`config.mk`:
```
export PLATFORM = sky130hd
export DESIGN_NAME = modular_power_unit
export DESIGN_NICKNAME = d
export VERILOG_FILES = /design/src/sv/mp_pkg.sv /design/src/sv/mp_modmul.sv /design/src/sv/modular_power_unit.sv
export SDC_FILE = /design/constraint.sdc
export NUM_CORES = 2
export LEC_CHECK = 0
export ABC_AREA = 1
export BUFFER_PORTS_ARGS = -buffer_cell sky130_fd_sc_hd__buf_4
export CAP_MARGIN = 20
export CELL_PAD_IN_SITES_DETAIL_PLACEMENT = 1
export CELL_PAD_IN_SITES_GLOBAL_PLACEMENT = 1
export CORE_MARGIN = 3
export CORE_UTILIZATION = 40
export CTS_CLUSTER_SIZE = 14
export DETAILED_ROUTE_END_ITERATION = 6
export PLACE_DENSITY = 0.66
export SYNTH_ARGS = -nofsm -noshare
export SYNTH_HDL_FRONTEND = slang
export SYNTH_SLANG_ARGS = --single-unit
```
`constraint.sdc`:
```
create_clock -name clk -period 12.5 [get_ports clk]
set_clock_uncertainty 0.2 [all_clocks]
set_input_delay 1.25 -clock clk [delete_from_list [all_inputs] [get_ports clk]]
set_output_delay 1.25 -clock clk [all_outputs]
set_load 0.01 [all_outputs]
```
`src/sv/mp_pkg.sv`:
```
// Package for the modular power unit: field widths, reset constant and the
// control/status structs between the sequencer and the shared multiply-reduce unit.
// No dependencies.
`timescale 1ns / 1ps

package mp_pkg;

  localparam int BASE_BITS  = 32;
  localparam int EXP_FIELD  = 63;
  localparam int EXP_LSB    = BASE_BITS;
  localparam int POWER_BITS = 32;
  localparam int IN_BITS    = 96;
  localparam int OUT_BITS   = 32;
  localparam int CFG_BITS   = 32;

  localparam logic [CFG_BITS-1:0] MODULUS_RESET = 32'd1000000007;

  // Request to the shared unit: start one operation, either a plain reduction
  // of the base or a modular multiply of two reduced operands.
  typedef struct packed {
    logic start;
    logic reduce_only;
  } mm_ctrl_t;

  typedef struct packed {
    logic done;
  } mm_stat_t;

endpackage

```
`src/sv/mp_modmul.sv`:
```
// Shared multiply-reduce unit of the modular power unit: a combinational multiply, then
// a restoring reduction that retires one dividend bit per cycle.
// Depends on mp_pkg.
`timescale 1ns / 1ps

module mp_modmul #(
  parameter int MOD_BITS = 32
) (
  input  logic                           clk,
  input  logic                           rst,
  input  mp_pkg::mm_ctrl_t               ctrl,
  input  logic [MOD_BITS-1:0]            op_a,
  input  logic [MOD_BITS-1:0]            op_b,
  input  logic [mp_pkg::BASE_BITS-1:0]   base,
  input  logic [MOD_BITS-1:0]            modulus,
  output mp_pkg::mm_stat_t               stat,
  output logic [MOD_BITS-1:0]            result
);

  localparam int SW = mp_pkg::BASE_BITS;
  localparam int CW = $clog2(SW + 1);

  typedef enum logic [1:0] {
    U_IDLE = 2'b01,
    U_RED  = 2'b10
  } ustate_t;

  ustate_t                 state;
  logic [CW-1:0]           cnt;
  logic [MOD_BITS-1:0]     rem;
  logic [SW-1:0]           shift;
  logic                    done;

  logic [2*MOD_BITS-1:0]   prod;
  logic [SW-1:0]           prod_lo;
  logic [MOD_BITS:0]       m_ext;
  logic [MOD_BITS:0]       rs;
  logic [MOD_BITS:0]       diff;

  assign prod    = (2*MOD_BITS)'(op_a) * (2*MOD_BITS)'(op_b);
  assign prod_lo = SW'(prod[MOD_BITS-1:0]) << (SW - MOD_BITS);

  // A zero modulus acts as 2^MOD_BITS, so the reduction simply drops the carry.
  assign m_ext = {(modulus == '0), modulus};
  assign rs    = {rem, shift[SW-1]};
  assign diff  = rs - m_ext;

  always_ff @(posedge clk) begin
    if (rst) begin
      state <= U_IDLE;
      cnt   <= '0;
      done  <= 1'b0;
    end else begin
      done <= 1'b0;
      unique case (state)
        U_IDLE: begin
          if (ctrl.start) begin
            state <= U_RED;
            if (ctrl.reduce_only) begin
              rem   <= '0;
              shift <= base;
              cnt   <= CW'(SW);
            end else begin
              // Operands are reduced, so the high half is already below the modulus.
              rem   <= prod[2*MOD_BITS-1:MOD_BITS];
              shift <= prod_lo;
              cnt   <= CW'(MOD_BITS);
            end
          end
        end
        U_RED: begin
          if (rs >= m_ext) begin
            rem <= diff[MOD_BITS-1:0];
          end else begin
            rem <= rs[MOD_BITS-1:0];
          end
          shift <= shift << 1;
          cnt   <= cnt - 1'b1;
          if (cnt == CW'(1)) begin
            state <= U_IDLE;
            done  <= 1'b1;
          end
        end
        default: state <= U_IDLE;
      endcase
    end
  end

  assign stat.done = done;
  assign result    = rem;

endmodule

```
`src/sv/modular_power_unit.sv`:
```
// Top level of the modular power unit: stream ports, modulus register and the
// square-and-multiply sequencer around one shared multiply-reduce unit.
// Depends on mp_pkg and mp_modmul.
`timescale 1ns / 1ps

// Each item carries a base and an exponent and yields one item holding
// base^exponent mod modulus (1 when the exponent is zero). Items are handled one
// at a time; s_tready is high only while the sequencer is idle, and a finished
// result may wait in the output register while the next item is taken. All the
// arithmetic runs on one multiply-reduce unit, which first reduces the base and
// then squares for each exponent bit from the top set bit down and multiplies
// for each set bit; leading zero exponent bits are skipped without a multiply,
// and a zero exponent needs no multiply-reduce work at all.

module modular_power_unit #(
  parameter int EXP_BITS = 63,
  parameter int MOD_BITS = 32
) (
  input  logic                          clk,
  input  logic                          rst,
  input  logic                          s_tvalid,
  output logic                          s_tready,
  input  logic [mp_pkg::IN_BITS-1:0]    s_tdata,   // [31:0] base, [94:32] exponent
  output logic                          m_tvalid,
  input  logic                          m_tready,
  output logic [mp_pkg::OUT_BITS-1:0]   m_tdata,   // [31:0] power
  input  logic                          cfg_we,
  input  logic [mp_pkg::CFG_BITS-1:0]   cfg_wdata
);

  localparam int EW = $clog2(EXP_BITS + 1);

  typedef enum logic [5:0] {
    S_IDLE = 6'b000001,
    S_BASE = 6'b000010,
    S_BIT  = 6'b000100,
    S_SQ   = 6'b001000,
    S_MUL  = 6'b010000,
    S_DONE = 6'b100000
  } state_t;

  state_t                state;
  logic [MOD_BITS-1:0]   modulus;
  logic [EXP_BITS-1:0]   exp_reg;
  logic [EW-1:0]         cnt;
  logic                  lead;
  logic [MOD_BITS-1:0]   r;
  logic [MOD_BITS-1:0]   b_red;
  logic [mp_pkg::POWER_BITS-1:0] power;

  logic [EXP_BITS-1:0]   exp_in;
  logic                  exp_msb;
  logic                  skip_bit;
  logic                  out_free;
  logic [MOD_BITS-1:0]   r_init;

  mp_pkg::mm_ctrl_t      ctrl;
  mp_pkg::mm_stat_t      stat;
  logic [MOD_BITS-1:0]   op_a;
  logic [MOD_BITS-1:0]   op_b;
  logic [MOD_BITS-1:0]   res;

  assign exp_in   = s_tdata[mp_pkg::EXP_LSB +: EXP_BITS];
  assign exp_msb  = exp_reg[EXP_BITS-1];
  assign skip_bit = lead && !exp_msb;
  assign out_free = !m_tvalid || m_tready;
  assign s_tready = (state == S_IDLE);
  // One reduced modulo the modulus: zero only for a modulus of one.
  assign r_init   = (modulus == MOD_BITS'(1)) ? '0 : MOD_BITS'(1);

  mp_modmul #(
    .MOD_BITS(MOD_BITS)
  ) u_modmul (
    .clk     (clk),
    .rst     (rst),
    .ctrl    (ctrl),
    .op_a    (op_a),
    .op_b    (op_b),
    .base    (s_tdata[mp_pkg::BASE_BITS-1:0]),
    .modulus (modulus),
    .stat    (stat),
    .result  (res)
  );

  always_comb begin
    ctrl = '0;
    op_a = r;
    op_b = r;
    unique case (state)
      S_IDLE: begin
        if (s_tvalid && (exp_in != '0)) begin
          ctrl.start       = 1'b1;
          ctrl.reduce_only = 1'b1;
        end
      end
      S_BIT: begin
        if ((cnt != '0) && !skip_bit) begin
          ctrl.start = 1'b1;
        end
      end
      S_SQ: begin
        if (stat.done && exp_msb) begin
          ctrl.start = 1'b1;
          op_a       = res;
          op_b       = b_red;
        end
      end
      default: ;
    endcase
  end

  always_ff @(posedge clk) begin
    if (rst) begin
      modulus <= mp_pkg::MODULUS_RESET[MOD_BITS-1:0];
    end else if (cfg_we) begin
      modulus <= cfg_wdata[MOD_BITS-1:0];
    end
  end

  // The output register loads in the done state and empties when taken.
  always_ff @(posedge clk) begin
    if (rst) begin
      m_tvalid <= 1'b0;
    end else if ((state == S_DONE) && out_free) begin
      m_tvalid <= 1'b1;
    end else if (m_tready) begin
      m_tvalid <= 1'b0;
    end
  end

  always_ff @(posedge clk) begin
    if (rst) begin
      state    <= S_IDLE;
      cnt      <= '0;
      lead     <= 1'b0;
    end else begin
      unique case (state)
        S_IDLE: begin
          if (s_tvalid) begin
            exp_reg <= exp_in;
            cnt     <= EW'(EXP_BITS);
            lead    <= 1'b1;
            if (exp_in == '0) begin
              // A zero exponent returns 1 without reduction.
              r     <= MOD_BITS'(1);
              state <= S_DONE;
            end else begin
              r     <= r_init;
              state <= S_BASE;
            end
          end
        end
        S_BASE: begin
          if (stat.done) begin
            b_red <= res;
            state <= S_BIT;
          end
        end
        S_BIT: begin
          if (cnt == '0) begin
            state <= S_DONE;
          end else if (skip_bit) begin
            // Squaring the reduced one changes nothing until the first set bit.
            exp_reg <= exp_reg << 1;
            cnt     <= cnt - 1'b1;
          end else begin
            lead  <= 1'b0;
            state <= S_SQ;
          end
        end
        S_SQ: begin
          if (stat.done) begin
            r <= res;
            if (exp_msb) begin
              state <= S_MUL;
            end else begin
              exp_reg <= exp_reg << 1;
              cnt     <= cnt - 1'b1;
              state   <= S_BIT;
            end
          end
        end
        S_MUL: begin
          if (stat.done) begin
            r       <= res;
            exp_reg <= exp_reg << 1;
            cnt     <= cnt - 1'b1;
            state   <= S_BIT;
          end
        end
        S_DONE: begin
          if (out_free) begin
            power    <= mp_pkg::POWER_BITS'(r);
            state    <= S_IDLE;
          end
        end
        default: state <= S_IDLE;
      endcase
    end
  end

  assign m_tdata = mp_pkg::OUT_BITS'(power);

endmodule

```
Word-level counts from Yosys, hierarchy flattened:

Index checks and enable logic that the tools add are counted.

* add/sub/neg operators: 3
* $mul: 1
* order comparisons: 1
* eq/ne operators: 23
* mux-type cells: 56
* bitwise gates (word level): 2
* reduce and logical (&&, ||, !) cells: 33

Operator list (count)
* 2-to-1 mux 63 bit: 6
* 2-to-1 mux 32 bit: 11
* one-hot mux 63 bit (4 select lines): 1
* one-hot mux 32 bit (2 select lines): 3
* 2-to-1 mux 6 bit: 14
* multiplier 32 x 32 -> 64 bit: 1
* zero test 63 bit: 1
* nonzero test 63 bit: 1
* greater-or-equal comparator 33 bit: 1
* equality test 32 x 1 -> 1 bit, second input constant: 1
* zero test 32 bit: 1
* subtractor 32 bit: 1
* one-hot mux 6 bit (5 select lines): 1
* one-hot mux 6 bit (4 select lines): 1
* inequality test 2 bit, second input constant: 7
* AND reduction 7 bit: 2
* equality test 6 x 1 -> 1 bit, second input constant: 2
* one-hot mux 6 bit (2 select lines): 1
* subtractor 6 x 1 -> 6 bit, second input constant: 2
* 2-to-1 mux 1 bit: 11
* inequality test 2 x 1 -> 1 bit, second input constant: 5
* AND reduction 3 bit: 3
* AND reduction 4 bit: 2
* AND reduction 8 bit: 1
* other kinds (24): 39

* register bits after elaboration: 278

Logic depth before layout (Yosys ltp):

* word-level depth: 8
* gate-level depth with buffers: 43
* mapped depth without buffers: 39

Hierarchy:

From an unflattened synthesis, not the netlist that was laid out.

* cells, all modules: 6869
* area, all modules: 51301.7 µm²

By module, submodules not included
* mp_modmul: times used 1, cells each 5929, area an instance 42358.1 µm², sequential area each 2102.0 µm²
* modular_power_unit: times used 1, cells each 940, area an instance 8943.6 µm², sequential area each 5695.5 µm²

Worst setup path before layout:

OpenSTA, ideal clock, no wires.

* path kind: register to register
* start: register state[4]
* end: register u_modmul.rem[16] (netlist: u_modmul.result[16]), data pin
* arrival: 7148 ps
* required time: 12046 ps
* setup slack: 4898 ps
* stages on the path, launching flop included: 40
* buffers on the path: 4
* path through: dfxtp_1 > nor2_2 > nand3_2 > nor2_4 > nand2_4 > inv_2 > buf_6 > buf_8 > buf_4 > a21oi_1 > inv_2 > buf_2 > nand2_1 > fa_1 > inv_1 > fa_1 > inv_1 > fa_1 > [4 not listed] > inv_1 > fa_1 > fa_1 > inv_1 > fa_1 > inv_1 > ha_1 > nand2_1 > nor2_1 > inv_1 > nor2_1 > inv_1 > o21bai_1 > nand2_1 > nand3_1 > nand2_1 > nand3_1 > nand2_1

* word-level cells in the longest chain between the ends: 6
* elaborated cells between the ends (all ways): 9
* those cells by class: 1 x mul; 2 x eq/ne; 6 x mux

Ends and longest elaborated chain
* start, declared: RTL line modular_power_unit.sv:42 `state_t state;`
* start signal, assigned: RTL line modular_power_unit.sv:133 `state <= S_IDLE;`
* start signal, assigned: RTL line modular_power_unit.sv:146 `state <= S_DONE;`
* start signal, assigned: RTL line modular_power_unit.sv:149 `state <= S_BASE;`
* equality test 6 x 4 -> 1 bit: RTL line modular_power_unit.sv:89 `unique case (state)`
* 2-to-1 mux 32 bit: RTL line modular_power_unit.sv:89
* multiplier 32 x 32 -> 64 bit: RTL line mp_modmul.sv:40 `assign prod = (2*MOD_BITS)'(op_a) * (2*MOD_BITS)'(op_b);`
* 2-to-1 mux 32 bit (*): RTL line mp_modmul.sv:59 `if (ctrl.reduce_only) begin`
* 2-to-1 mux 32 bit (*): RTL line mp_modmul.sv:57 `if (ctrl.start) begin`
* one-hot mux 32 bit (2 select lines) (*): RTL line mp_modmul.sv:55 `unique case (state)`
* end signal, assigned: RTL line mp_modmul.sv:65 `rem <= prod[2*MOD_BITS-1:MOD_BITS];`
* end signal, assigned: RTL line mp_modmul.sv:73 `rem <= diff[MOD_BITS-1:0];`
* end signal, assigned: RTL line mp_modmul.sv:75 `rem <= rs[MOD_BITS-1:0];`
* end, declared: RTL line mp_modmul.sv:30 `logic [MOD_BITS-1:0] rem;`

Every way passes the cells marked *; elsewhere a longest branch is shown, timed or not. The select of a mux whose other input is x is not followed.
A chain may end at the register's enable or synchronous reset.

Final worst setup path:

* start: register state[4]
* end: register u_modmul.rem[21] (netlist: u_modmul.result[21]), data pin

Same word-level chain as after synthesis.

==> metrics.md <==
| Metric | Value |
|---|---|
| Max Fanout on Critical Path | `42` |
| Most used cell, CP | `fa_1` |
| Antenna viol nets, final | `0` |
| Initial DRT Pass Iterations | `5` |
| Ys flop type | `edfxtp_1` |
| Initial antenna violation count | `1` |
| Cell area after layout | `53300 µm²` |
| # Post-CTS Setup Buffers | `0` |
| Setup CP Type | `flip-flop to flip-flop` |
| Vias | `40800` |
| DIE WIDTH | `357 µm` |
| Slew HR | `23.5%` |
| Final min period | `10220 ps` |
| Final hold violations | `0` |
| Iter 0 DRT Violations | `2657` |
| DRC Markers | `0` |
| Type of origin of the critical path | `flip-flop` |
| Layout cell share with drive strength beyond 1 | `6.52%` |
| Placed Area | `52300 µm²` |
| Core Area | `122000 µm²` |
| Row count | `128` |
| Yosys warnings | `0` |
| Num CTS Buffers | `28` |
| # setup viols final | `0` |
| Post-synth top area share | `36.4%` |
| Fill count | `14900` |
| Fmax achieved | `97.8 MHz` |
| Number of synthesized flops with an enable pin | `223` |
| Max incr delay on CP | `700 ps` |
| Vias per std cell | `5.11` |
| Input/output buffers | `165` |
| Die Height | `357 µm` |
| Area leader, netlist | `fa_1` |
| Die area | `128000 µm²` |
| WHS | `251 ps` |
| Hold Crit Class | `flip-flop to flip-flop` |
| Fin nets | `7673` |
| RSZ-0062 raised after global routing | `false` |
| DP Wirelength | `149000 µm` |
| Clk sink count | `278` |
| CTS tree | `done` |
| Post-Syn Area | `49400 µm²` |
| R2R Setup Slk | `2280 ps` |
| Slew Viols, Final | `0` |
| Syn Nets | `7613` |
| Setup TNS Final | `0 ps` |
| GPL Wtd Cong | `0.940` |
| CTS clk-pin slew, worst paths | `70 ps` |
| CP Capture Type | `flip-flop` |
| # diodes | `0` |
| Vias in the first global route | `44800` |
| Final WL | `182000 µm` |
| Slowest-stage cell, CP | `a21oi_2` |
| Largest register FFs | `63` |
| Dpl ws | `2300 ps` |
| CTS Buffer Depth | `3` |
| Clock Latency Late Sink | `590 ps` |
| Hold Buf Count CTS | `0` |
| Status | `completed` |
| Total grt overflow | `0` |
| Resized cells post-CTS | `0` |
| Gate count after technology mapping | `6284` |
| # IOs | `167` |
| First-pass GRT wire length | `277000 µm` |
| P&R area growth vs syn | `7.88%` |
| Synthesized area per cell | `7.86 µm²` |
| Fin crit share | `81.8%` |
| WL/cell | `22.7 µm` |
| Seq cells post-synth | `278` |
| Largest net degree at the start of global routing | `82` |
| Initial Utilization | `40.4%` |
| Worst slew pin tran | `1150 ps` |
| Req. time, crit path | `12640 ps` |
| Area contributors post-synth | `fa_1 (36%), edfxtp_1 (14%), nand2_1 (11%)` |
| # Max-Cap Violations | `0` |
| Fin worst setup slack | `2280 ps` |
| # H-tree levels | `1` |
| Sequential cell area fraction in the yosys report | `15.8%` |
| Tot GR Track Use | `29.0%` |
| Async S/R FF share, synth | `0%` |
| CP arrival | `10370 ps` |
| Netlist cell types | `43` |
| Clock Tree Root | `clkbuf_16` |
[worst max-delay path, delay by kind of cell, from the launching register on]
kind	cells	cell delay (ps)
AOI/OAI and AO/OA	1	700
adders and majority gates	9	4280
buffers and inverters	8	1760
DFF	1	340
and+or+nand+nor	15	2630
[final cells by class]
class	instances	area (µm²)	share of cell area [%]
Multi-Input combinational cell	4253	34900	65.4
Tap cell	1625	2030	3.82
Inverter	1527	5730	10.8
Clock inverter	9	68.8	0.129
Timing Repair Buffer	256	1970	3.69
Clock buffer	43	830	1.56
Sequential cell	278	7800	14.6
[kinds of logic (layout without fill, tap and decap cells)]
logic type                 after synthesis  in the layout  share of synthesized area [%]
AOI/OAI and AO/OA                      398            398                           4.70
xor gates and xnor gates                40             40                          0.709
adders and majority gates             1196           1196                           43.9
buffers and inverters                 1753           1835                           13.9
DFF                                    278            278                           15.8
and+or+nand+nor                       2619           2619                           21.0
[Yosys cell counts (2+ instances only)]
master,instances
a21oi_4,14
o211ai_1,10
clkinv_1,4
dfxtp_1,55
nor4_1,9
xnor2_1,32
nand4_1,26
fa_1,897
buf_2,133
buf_8,2
clkbuf_1,67
nand3b_1,27
nor3_1,30
ha_1,299
edfxtp_1,223
and2_1,5
nor2_2,6
nand3_1,188
o21bai_1,10
a21oi_1,137
buf_6,3
buf_4,18
inv_2,39
a21oi_2,28
xor2_1,8
inv_1,1484
nor2_1,827
and3_1,2
o21ai_0,192
buf_1,2
nand2_1,1494
o31ai_1,2
[final timing paths]
kind,startpoint,to,depth (start not counted)
worst min register to register,r[1],m_tdata[1],0
worst max-delay path,state[4],u_modmul.result[21],33
worst min-delay path,r[1],m_tdata[1],0
worst max register to register,state[4],u_modmul.result[21],33
[cell usage in the layout, fill, tap and decap left out, types with 9 or more instances in the layout]
| cell | netlist | final |
|---|---|---|
| a21oi_1 | 137 | 118 |
| a21oi_2 | 28 | 44 |
| a21oi_4 | 14 | 17 |
| buf_4 | 18 | 253 |
| clkbuf_1 | 67 | 10 |
| clkbuf_16 | 0 | 30 |
| dfxtp_1 | 55 | 55 |
| edfxtp_1 | 223 | 223 |
| fa_1 | 897 | 897 |
| ha_1 | 299 | 299 |
| inv_1 | 1484 | 1483 |
| inv_2 | 39 | 38 |
| nand2_1 | 1494 | 1494 |
| nand3_1 | 188 | 187 |
| nand3b_1 | 27 | 27 |
| nand4_1 | 26 | 26 |
| nor2_1 | 827 | 823 |
| nor3_1 | 30 | 27 |
| nor4_1 | 9 | 9 |
| o211ai_1 | 10 | 10 |
| o21ai_0 | 192 | 192 |
| o21bai_1 | 10 | 10 |
| xnor2_1 | 32 | 32 |
[per-layer routing]
metal	up-vias	track usage, %	share of wire, %
met1	20900	39.0	43
met3	233	3.79	6.0
li1	18600	-	-
met5	-	0	0
met4	0	8.94	3.7
met2	1120	48.9	47
[stage by stage]
stage,instances,utilization [%]
2_1_floorplan,6284,-
3_3_place_gp,7937,42.8
3_5_place_dp,7937,42.8
4_1_cts,7989,43.6
5_1_grt,7991,43.6
6_report,7991,43.6
Power is left out: the tool's default activity adds up to more than one toggle a clock period on the data nets, which glitch-free logic cannot reach.
